File: config.mk
export PLATFORM = sky130hd
export DESIGN_NAME = pfb_ctrl
export DESIGN_NICKNAME = d
export VERILOG_FILES = /design/src/pfb_pkg.sv /design/src/pfb_ctrl.sv
export SDC_FILE = /design/constraint.sdc
export NUM_CORES = 1
export LEC_CHECK = 0
export ABC_AREA = 1
export ABC_CLOCK_PERIOD_IN_PS = 1900
export BUFFER_PORTS_ARGS = -buffer_cell sky130_fd_sc_hd__buf_2
export CAP_MARGIN = 15
export CORE_AREA = 2 2 39 41
export CTS_CLUSTER_SIZE = 12
export DETAILED_ROUTE_END_ITERATION = 8
export DIE_AREA = 0 0 41 43
export GPL_TIMING_DRIVEN = 0
export PLACE_DENSITY = 0.68
export SLEW_MARGIN = 15
export SYNTH_ARGS = -nofsm -noshare
export SYNTH_HDL_FRONTEND = slang
export SYNTH_SLANG_ARGS = --single-unit
export TNS_END_PERCENT = 50
File: constraint.sdc
create_clock -name i_clk -period 1.9 [get_ports i_clk]
set_input_delay 0.19 -clock i_clk [delete_from_list [all_inputs] [get_ports i_clk]]
set_output_delay 0.19 -clock i_clk [all_outputs]
set_load 0.005 [all_outputs]
File: src/pfb_pkg.sv
// Package for the page framebuffer text renderer: beat types, command codes,
// controller states and the glyph and symbol font tables. No dependencies.
`timescale 1ns / 1ps

package pfb_pkg;

    localparam int SCREEN_WIDTH_DEF  = 128;
    localparam int SCREEN_HEIGHT_DEF = 64;

    typedef enum logic [2:0] {
        CMD_CLEAR  = 3'd0,
        CMD_PIXEL  = 3'd1,
        CMD_GLYPH  = 3'd2,
        CMD_SYMBOL = 3'd3,
        CMD_CURSOR = 3'd4,
        CMD_PRINT  = 3'd5,
        CMD_READ   = 3'd6,
        CMD_NONE   = 3'd7
    } t_cmd;

    typedef struct packed {
        t_cmd        cmd;
        logic [7:0]  x_pos;
        logic [7:0]  y_pos;
        logic [7:0]  char_code;
        logic [1:0]  symbol_sel;
        logic [9:0]  byte_index;
    } t_in_item;

    typedef struct packed {
        logic [7:0]  read_data;
        logic [7:0]  cursor_col;
        logic [7:0]  cursor_row;
        logic        text_halted;
    } t_out_item;

    typedef enum logic [3:0] {
        ST_INIT,
        ST_IDLE,
        ST_DISPATCH,
        ST_CLEAR,
        ST_LO_RD,
        ST_LO_WR,
        ST_HI_RD,
        ST_HI_WR,
        ST_NEXT_COL,
        ST_RD_ISSUE,
        ST_RD_WAIT,
        ST_DONE
    } t_state;

    // controller -> datapath
    typedef struct packed {
        logic load;
        logic clr_wr;
        logic lo_rd;
        logic lo_wr;
        logic hi_rd;
        logic hi_wr;
        logic col_step;
        logic rd_issue;
        logic rd_capture;
        logic finish;
    } t_dp_ctrl;

    // datapath -> controller
    typedef struct packed {
        t_cmd cmd;
        logic has_draw;
        logic clr_last;
        logic lo_need;
        logic hi_need;
        logic col_last;
    } t_dp_stat;

    localparam logic [7:0] GLYPH_ROM [0:28][0:4] = '{
        '{8'h00, 8'h00, 8'h00, 8'h00, 8'h00},
        '{8'h3E, 8'h51, 8'h49, 8'h45, 8'h3E},
        '{8'h00, 8'h42, 8'h7F, 8'h40, 8'h00},
        '{8'h42, 8'h61, 8'h51, 8'h49, 8'h46},
        '{8'h21, 8'h41, 8'h45, 8'h4B, 8'h31},
        '{8'h18, 8'h14, 8'h12, 8'h7F, 8'h10},
        '{8'h27, 8'h45, 8'h45, 8'h45, 8'h39},
        '{8'h3C, 8'h4A, 8'h49, 8'h49, 8'h30},
        '{8'h01, 8'h71, 8'h09, 8'h05, 8'h03},
        '{8'h36, 8'h49, 8'h49, 8'h49, 8'h36},
        '{8'h06, 8'h49, 8'h49, 8'h29, 8'h1E},
        '{8'h00, 8'h60, 8'h60, 8'h00, 8'h00},
        '{8'h00, 8'h66, 8'h66, 8'h00, 8'h00},
        '{8'h00, 8'h00, 8'h00, 8'h00, 8'h00},
        '{8'h7F, 8'h09, 8'h09, 8'h09, 8'h06},
        '{8'h7F, 8'h49, 8'h49, 8'h49, 8'h41},
        '{8'h7F, 8'h02, 8'h0C, 8'h02, 8'h7F},
        '{8'h01, 8'h01, 8'h7F, 8'h01, 8'h01},
        '{8'h3F, 8'h40, 8'h40, 8'h40, 8'h3F},
        '{8'h7F, 8'h08, 8'h14, 8'h22, 8'h41},
        '{8'h7F, 8'h08, 8'h08, 8'h08, 8'h7F},
        '{8'h7F, 8'h41, 8'h41, 8'h22, 8'h1C},
        '{8'h3E, 8'h41, 8'h41, 8'h41, 8'h22},
        '{8'h7F, 8'h40, 8'h40, 8'h40, 8'h40},
        '{8'h7F, 8'h04, 8'h08, 8'h10, 8'h7F},
        '{8'h7F, 8'h09, 8'h19, 8'h29, 8'h46},
        '{8'h46, 8'h49, 8'h49, 8'h49, 8'h31},
        '{8'h7E, 8'h09, 8'h09, 8'h09, 8'h7E},
        '{8'h7F, 8'h49, 8'h49, 8'h49, 8'h36}
    };

    localparam logic [7:0] SYM_ROM [0:2][0:7] = '{
        '{8'h18, 8'h24, 8'h24, 8'h24, 8'h3C, 8'h3C, 8'h3C, 8'h18},
        '{8'h1E, 8'h3F, 8'h3F, 8'h7E, 8'h7C, 8'h78, 8'h70, 8'h60},
        '{8'h66, 8'hFF, 8'hFF, 8'h7E, 8'h3C, 8'h18, 8'h00, 8'h00}
    };

    // {valid, slot}; lower case folds to upper
    function automatic logic [5:0] glyph_slot(input logic [7:0] c);
        logic [7:0] u;
        logic [5:0] res;
        u = (c >= 8'h61 && c <= 8'h7A) ? (c - 8'h20) : c;
        res = 6'd0;
        if (u >= 8'h30 && u <= 8'h39) begin
            res = {1'b1, 5'(u - 8'h2F)};
        end else begin
            case (u)
                8'h2E: res = {1'b1, 5'd11};
                8'h3A: res = {1'b1, 5'd12};
                8'h20: res = {1'b1, 5'd13};
                8'h50: res = {1'b1, 5'd14};
                8'h45: res = {1'b1, 5'd15};
                8'h4D: res = {1'b1, 5'd16};
                8'h54: res = {1'b1, 5'd17};
                8'h55: res = {1'b1, 5'd18};
                8'h4B: res = {1'b1, 5'd19};
                8'h48: res = {1'b1, 5'd20};
                8'h44: res = {1'b1, 5'd21};
                8'h43: res = {1'b1, 5'd22};
                8'h4C: res = {1'b1, 5'd23};
                8'h4E: res = {1'b1, 5'd24};
                8'h52: res = {1'b1, 5'd25};
                8'h53: res = {1'b1, 5'd26};
                8'h41: res = {1'b1, 5'd27};
                8'h42: res = {1'b1, 5'd28};
                default: res = 6'd0;
            endcase
        end
        return res;
    endfunction

    function automatic logic [7:0] glyph_col(input logic [4:0] slot, input logic [2:0] col);
        logic [7:0] res;
        res = 8'd0;
        if (slot <= 5'd28 && col <= 3'd4) begin
            res = GLYPH_ROM[slot][col];
        end
        return res;
    endfunction

    // symbol rows are MSB first; transpose into one column byte
    function automatic logic [7:0] sym_col(input logic [1:0] sel, input logic [2:0] col);
        logic [7:0] res;
        res = 8'd0;
        if (sel <= 2'd2) begin
            for (int i = 0; i < 8; i++) begin
                res[i] = SYM_ROM[sel][i][3'd7 - col];
            end
        end
        return res;
    endfunction

endpackage

File: src/pfb_ctrl.sv
// Command sequencer for the page framebuffer renderer.
// Depends on pfb_pkg; drives pfb_datapath through t_dp_ctrl.
`timescale 1ns / 1ps

module pfb_ctrl
    import pfb_pkg::*;
(
    input  logic     i_clk,
    input  logic     i_rst_n,
    input  logic     i_in_valid,
    output logic     o_in_ready,
    output logic     o_out_valid,
    input  logic     i_out_ready,
    input  t_dp_stat i_stat,
    output t_dp_ctrl o_ctl
);

    t_state r_state, n_state;
    logic   r_out_valid, n_out_valid;
    logic   slot_free;

    assign slot_free = !r_out_valid || i_out_ready;

    always_ff @(posedge i_clk) begin
        if (!i_rst_n) begin
            r_state     <= ST_INIT;
            r_out_valid <= 1'b0;
        end else begin
            r_state     <= n_state;
            r_out_valid <= n_out_valid;
        end
    end

    always_comb begin
        n_state = r_state;
        case (r_state)
            ST_INIT:     n_state = i_stat.clr_last ? ST_IDLE : ST_INIT;
            ST_IDLE:     n_state = i_in_valid ? ST_DISPATCH : ST_IDLE;
            ST_DISPATCH: begin
                case (i_stat.cmd)
                    CMD_CLEAR:  n_state = ST_CLEAR;
                    CMD_PIXEL,
                    CMD_GLYPH,
                    CMD_SYMBOL,
                    CMD_PRINT:  n_state = i_stat.has_draw ? ST_LO_RD : ST_DONE;
                    CMD_READ:   n_state = ST_RD_ISSUE;
                    default:    n_state = ST_DONE;
                endcase
            end
            ST_CLEAR:    n_state = i_stat.clr_last ? ST_DONE : ST_CLEAR;
            ST_LO_RD:    n_state = i_stat.lo_need ? ST_LO_WR : ST_HI_RD;
            ST_LO_WR:    n_state = ST_HI_RD;
            ST_HI_RD:    n_state = i_stat.hi_need ? ST_HI_WR : ST_NEXT_COL;
            ST_HI_WR:    n_state = ST_NEXT_COL;
            ST_NEXT_COL: n_state = i_stat.col_last ? ST_DONE : ST_LO_RD;
            ST_RD_ISSUE: n_state = ST_RD_WAIT;
            ST_RD_WAIT:  n_state = ST_DONE;
            ST_DONE:     n_state = slot_free ? ST_IDLE : ST_DONE;
            default:     n_state = ST_INIT;
        endcase
    end

    always_comb begin
        o_ctl = '0;
        case (r_state)
            ST_INIT:     o_ctl.clr_wr     = 1'b1;
            ST_IDLE:     o_ctl.load       = i_in_valid;
            ST_CLEAR:    o_ctl.clr_wr     = 1'b1;
            ST_LO_RD:    o_ctl.lo_rd      = i_stat.lo_need;
            ST_LO_WR:    o_ctl.lo_wr      = 1'b1;
            ST_HI_RD:    o_ctl.hi_rd      = i_stat.hi_need;
            ST_HI_WR:    o_ctl.hi_wr      = 1'b1;
            ST_NEXT_COL: o_ctl.col_step   = !i_stat.col_last;
            ST_RD_ISSUE: o_ctl.rd_issue   = 1'b1;
            ST_RD_WAIT:  o_ctl.rd_capture = 1'b1;
            ST_DONE:     o_ctl.finish     = slot_free;
            default:     o_ctl = '0;
        endcase
    end

    always_comb begin
        n_out_valid = r_out_valid;
        if (o_ctl.finish) begin
            n_out_valid = 1'b1;
        end else if (i_out_ready) begin
            n_out_valid = 1'b0;
        end
    end

    assign o_in_ready  = (r_state == ST_IDLE);
    assign o_out_valid = r_out_valid;

`ifndef SYNTHESIS
    a_accept_dispatch: assert property (@(posedge i_clk) disable iff (!i_rst_n)
        (i_in_valid && o_in_ready) |=> (r_state == ST_DISPATCH))
        else $error("accepted beat not dispatched");
    a_reset_init: assert property (@(posedge i_clk)
        !i_rst_n |=> (r_state == ST_INIT))
        else $error("reset did not start clear pass");
    a_finish_free: assert property (@(posedge i_clk) disable iff (!i_rst_n)
        o_ctl.finish |=> o_out_valid)
        else $error("finished result not presented");
    a_no_wr_idle: assert property (@(posedge i_clk) disable iff (!i_rst_n)
        (r_state == ST_IDLE) |-> !(o_ctl.clr_wr || o_ctl.lo_wr || o_ctl.hi_wr))
        else $error("store written while idle");
`endif

endmodule

==> results of run 1 <==
critical path, stage by stage (launching register included):
cell,delay (ps)
dfxtp_1,370
inv_2,70
nor2_4,140
inv_2,70
nor3_2,170
buf_4,130
buf_2,90
flip-flops by register name, indices dropped and copies added, names as in the netlist:
signal and flops:
o_out_valid 1, r_state 4
power by group:
group	switching, mW	internal [mW]
combinational	0.286	0.176
sequential	0.0396	0.136
clock	0.0399	0.0792
total	0.366	0.391
kinds of logic (layout without fill, tap and decap cells):
kind of cell	after synthesis	after routing	synth area share, %
AOI/OAI and AO/OA	2	2	2.42
buffers and inverters	20	47	16.7
DFF	5	5	19.4
and+or+nand+nor	69	69	61.5
layer usage:
layer / GRT usage, % / wire length [um] / vias to the layer above
met5: 0 / 0 / -
met4: 4.00 / 11 / 0
met3: 6.28 / 85 / 2
met2: 28.4 / 615 / 22
met1: 19.7 / 482 / 281
li1: - / - / 346
area by class of cell:
| type | count | area share (%) |
|---|---|---|
| buffer | 2 | 2.77 |
| clock buffer | 4 | 3.87 |
| inverter | 18 | 9.96 |
| multi-input combinational | 71 | 48.7 |
| sequential | 5 | 14.8 |
| tap | 16 | 2.95 |
| timing repair buffer | 23 | 17.0 |
worst min path at each step:
stage,slack [ps],from,cells after the start,to
finish,230,i_rst_n,3,r_state[3]
global route,250,i_rst_n,3,r_state[1]
CTS,230,i_rst_n,3,r_state[0]
detailed placement,480,i_rst_n,3,r_state[3]
global placement,470,i_rst_n,3,r_state[2]
floorplan,360,i_rst_n,2,o_out_valid
per-stage QoR:
| step | setup slack [ps] | std cells | hold WS (ps) |
|---|---|---|---|
| 2_1_floorplan | 828 | 96 | 365 |
| 3_3_place_gp | 632 | 135 | 471 |
| 3_5_place_dp | 648 | 135 | 477 |
| 4_1_cts | 402 | 139 | 227 |
| 5_1_grt | 332 | 139 | 249 |
| 6_report | 417 | 139 | 227 |
synthesized netlist by cell type (all sizes together):
master / n / area, sq um
inv: 18 / 67.6
nor2: 25 / 109
dfxtp: 5 / 100
o211ai: 1 / 7.51
a21oi: 1 / 5.00
nand4: 1 / 6.26
nor3: 4 / 25.0
nand3: 12 / 65.1
buf: 2 / 18.8
nand3b: 1 / 7.51
nand2: 26 / 105
==> impl_metrics.yaml, run 1 <==
power_and_ir_drop:
  vdd_ir_drop_max_mv: 0.398
  powerDensity_nw_per_um2: 1120
  p_leak_nw: 0.426
  power_mw: 0.757
global_routing:
  antenna_found_initial: 0
  grt_pass1_vias: 551
  groute.usage.overall_pct: 17.1
  grt-ovfl-total: 0
  grt_pass1_wl_um: 2080
  grt_max_degree: 9
floorplanning:
  fp.dieArea_sq_um: 1760
  initial_core_util_pct: 37.3
  rows: 14
  die_w_um: 41
  ioPinCount: 24
  core_area_sq_um: 1380
  fp.dieH_um: 43
cts:
  post_cts_buffers: 0
  cts_buffers: 3
  clkSlewWorstSetupHoldPaths_ps: 40
  cts_tree: "done"
  insertion_delay_ps: 240
  htreeDepth: 1
  cts_buffer_depth: 2
  cts_root_buf: "clkbuf_4"
  cts_sinks: 5
  postCtsHoldBufs: 0
  post_cts_resized: 0
placement:
  hpwlAfterDp_um: 1070
  port_buffers: 23
  place_area_sq_um: 652
  gp_congestion: 0.892
timing:
  worstMarginPinSlew_ps: 310
  rsz0062_at_grt: "false"
  max_slew_margin_pct: 79.3
  finClkSkew_ps: 1.37
  period_minus_slack_ps: 1480
  setup_viol: 0
  finalCritPeriodShare_pct: 78.0
  finalHoldViolations: 0
  maxSlewViolCount: 0
  timing.fmax_mhz: 674
  setup_tns_ps: 0
layout:
  area_delta_synth_final_pct: 31.2
  final.fill_count: 161
  drive_gt1_share_pct: 35.8
  design_area_sq_um: 678
  final_cell_mix: "nand2_1 (23), buf_2 (23), nor2_1 (21)"
  ff_latch_area_sq_um: 100
  nets: 136
  diodes: 0
  final_core_util_pct: 49.0
  multi_input_area_sq_um: 330
worst_setup_path:
  startpoint_type: "register"
  endpoint: "o_ctl[0]"
  ff2ff_setup_slack_ps: 640
  crit_type: "register to output pin"
  worst_setup_path_end_kind: "output pin"
  setup.worst_path.start: "r_state[3]"
  crit_path_max_fanout: 5
  reg2regPathDepth: 7
  worst_ep_arrival_time_ps: 1290
  worstReg2RegEnd: "r_state[1]"
  worstPathRequired_ps: 1710
  r2r-start: "r_state[0]"
worst_hold_path:
  hold_class: "primary input to register"
synthesis:
  syn_avg_cell_area_sq_um: 5.38
  synth.distinct_cells: 18
  synth-seq-area-share_pct: 19.4
  synth_fp_nets: 108
  ys_seq_elements: 5
  syn-instance-count: 96
  syn_area_sq_um: 517
  yosysWarnings: 0
run:
  cap_violations: 0
detailed_routing:
  drt_iter0_drc: 11
  drt-total-wl_um: 1200
  drc: 0
  ant_nets: 0
  firstDrtPassIters: 4
  via_count: 651
  viasPerCell: 4.68
  routedWlPerCell_um: 8.60
outcome:
  status: "completed"
(Power assumes the default switching activity.)
==> inputs of run 2 (changes only) <==
Settings changed: ABC_AREA 1 to 0, ABC_CLOCK_PERIOD_IN_PS 1900 to 1500, PLACE_DENSITY 0.68 to 0.65.
Clock period 1.9 ns to 1.5 ns, I/O delays scaled along.
==> run 2 against run 1 <==
Effect of this change:
- core utilization is 1.9 points lower
- clock power is 26% higher
- synthesized area down 7.5%
- register-to-register slack lost 430 ps
- synthesized cell count fell by 24%
- highest routed layer is now met3
- largest power group unchanged
- critical path type unchanged
==> impl_metrics.yaml, run 2 <==
synthesis:
  synth_fp_nets: 85
  synth_top_family_by_area: "simple AND/OR/NAND/NOR gates"
  synthMuxAreaShare_pct: 3.14
  syn-instance-count: 73
  synthAdderAreaFrac_pct: 0
  yosysWarnings: 0
  ys_top_cells_by_count: "nor2_1 (13), nand2_1 (8), nand2b_1 (6)"
  synth.most_common_cell: "nor2_1"
  synth-async-reset-ratio_pct: 0
  syn_avg_cell_area_sq_um: 6.55
  ys_seq_elements: 5
  syn_area_sq_um: 478
  synth_compound_area_share_pct: 23.6
  synth.distinct_cells: 27
  ys_top_cells_by_area: "dfxtp_1 (21%), nor2_1 (10%), nand2b_1 (7.9%)"
  yosysTopAreaCell: "dfxtp_1"
  synth_top_area_share_pct: 20.9
  yosys.area_share.simple_pct: 45.0
  synth-seq-area-share_pct: 20.9
  synth_edf_count: 0
  synth-xor-area-share_pct: 0
  synth_top_flop_cell: "dfxtp_1"
worst_setup_path:
  crit_buf_inv: 2
  cp_slowest_cell: "dfxtp_1"
  max_stage_delay_ps: 300
  crit_path_max_fanout: 10
  worst_ep_arrival_time_ps: 1280
  worstPathRequired_ps: 1350
  critPathMostFrequentCell: "buf_2"
  startpoint_type: "register"
  crit_type: "register to output pin"
  cp_top_family: "simple AND/OR/NAND/NOR gates"
  worst_setup_path_end_kind: "output pin"
  path_cells: "buf_2, nand2b_1, nor3_2, and2_1, buf_2"
global_routing:
  grt-ovfl-total: 0
  grt_pass1_vias: 461
  grt_max_degree: 11
  antenna_found_initial: 0
  grt_pass1_wl_um: 1710
  groute.usage.overall_pct: 13.4
cts:
  cts_buffers: 3
  cts_sinks: 5
  postCtsHoldBufs: 0
  insertion_delay_ps: 230
  htreeDepth: 1
  cts_root_buf: "clkbuf_4"
  cts_tree: "done"
  cts_buffer_depth: 2
  clkSlewWorstSetupHoldPaths_ps: 40
  post_cts_buffers: 0
worst_hold_path:
  hold_class: "primary input to register"
timing:
  worstMarginPinSlew_ps: 330
  maxSlewViolCount: 0
  setup_viol: 0
  whs_ps: 166
  finClkSkew_ps: 5.67
  finalCritPeriodShare_pct: 95.3
  max_slew_margin_pct: 77.8
  rsz0062_at_grt: "true"
  period_minus_slack_ps: 1430
  timing.fmax_mhz: 700
  finalHoldViolations: 0
placement:
  gp_congestion: 0.798
  hpwlAfterDp_um: 927
  port_buffers: 23
floorplanning:
  rows: 14
  initial_core_util_pct: 34.5
  ioPinCount: 24
  fp.dieArea_sq_um: 1760
  core_area_sq_um: 1380
  fp.dieH_um: 43
  die_w_um: 41
detailed_routing:
  top_layer: "met3"
  drc: 0
  via_count: 578
  drt-met1-wl_um: 506
  ant_nets: 0
  firstDrtPassIters: 4
  viasPerCell: 4.98
  wl_met2_um: 553
  routedWlPerCell_um: 9.76
  drt_iter0_drc: 10
  drt-total-wl_um: 1130
  wl_met3_um: 73
layout:
  largest_register_ffs: 4
  nets: 113
  drive_gt1_share_pct: 36.0
  final_cell_mix: "buf_2 (25), nor2_1 (13), nand2_1 (8)"
  top_register: "r_state"
  final_common_cell: "buf_2"
  final_core_util_pct: 47.1
  diodes: 0
  area_delta_synth_final_pct: 36.4
power_and_ir_drop:
  powerDensity_nw_per_um2: 1440
  p_leak_nw: 0.295
  vdd_ir_drop_max_mv: 0.459
outcome:
  status: "completed"
run:
  cap_violations: 0
[run 2: where the power goes]
| part | leakage, nW | switching (mW) | internal [mW] |
|---|---|---|---|
| Clock | 0.0150 | 0.0500 | 0.100 |
| Combinational | 0.239 | 0.318 | 0.270 |
| Sequential | 0.0408 | 0.0265 | 0.173 |
[run 2: cell type report]
type	count	area [sq um]
inverter	2	7.51
multi-input combinational	61	350
clock buffer	4	26.3
fill	142	732
buffer	5	32.5
timing repair buffer	23	115
sequential	5	100
tap	16	20.0
[run 2: worst paths after layout]
check                           slack [ps]     endpoint  cells after the start       start
worst max register to register         210   r_state[0]                      4  r_state[2]
worst min register to register         630   r_state[3]                      3  r_state[3]
worst min-delay path                   170  o_out_valid                      2     i_rst_n
worst max-delay path                    70     o_ctl[9]                      5  r_state[1]
[run 2: worst reg2reg max path, delay by kind of cell (launching register included)]
kind	cells	cell delay (ps)
compound gates	3	460
flops	1	400
mux	1	320
[run 2: layer usage]
| layer | vias up | global-route usage [%] |
|---|---|---|
| li1 | 307 | - |
| met1 | 250 | 16.5 |
| met2 | 21 | 23.8 |
| met3 | 0 | 1.57 |
| met4 | 0 | 2.00 |
| met5 | - | 0 |
[run 2: cell families after synthesis]
group,Yosys count
simple gates,43
mux,1
flops,5
compound gates,17
buf+inv,7
[run 2: repair_timing]
item	in CTS	in global routing
setup endpoints to repair	1	2
resized for setup	2	3
pin swaps	0	0
[run 2: stage by stage]
stage | setup TNS, ps | power (mW) | worst slack (ps) | instance area (sq um) | std cells
floorplan | 0 | 0.609 | 274 | 478 | 73
global placement | 0 | 0.761 | 194 | 613 | 112
detailed placement | 0 | 0.765 | 212 | 613 | 112
CTS | 0 | 0.930 | 46.9 | 647 | 116
global route | -44.4 | 1.03 | -44.4 | 652 | 116
finish | 0 | 0.937 | 70.6 | 652 | 116
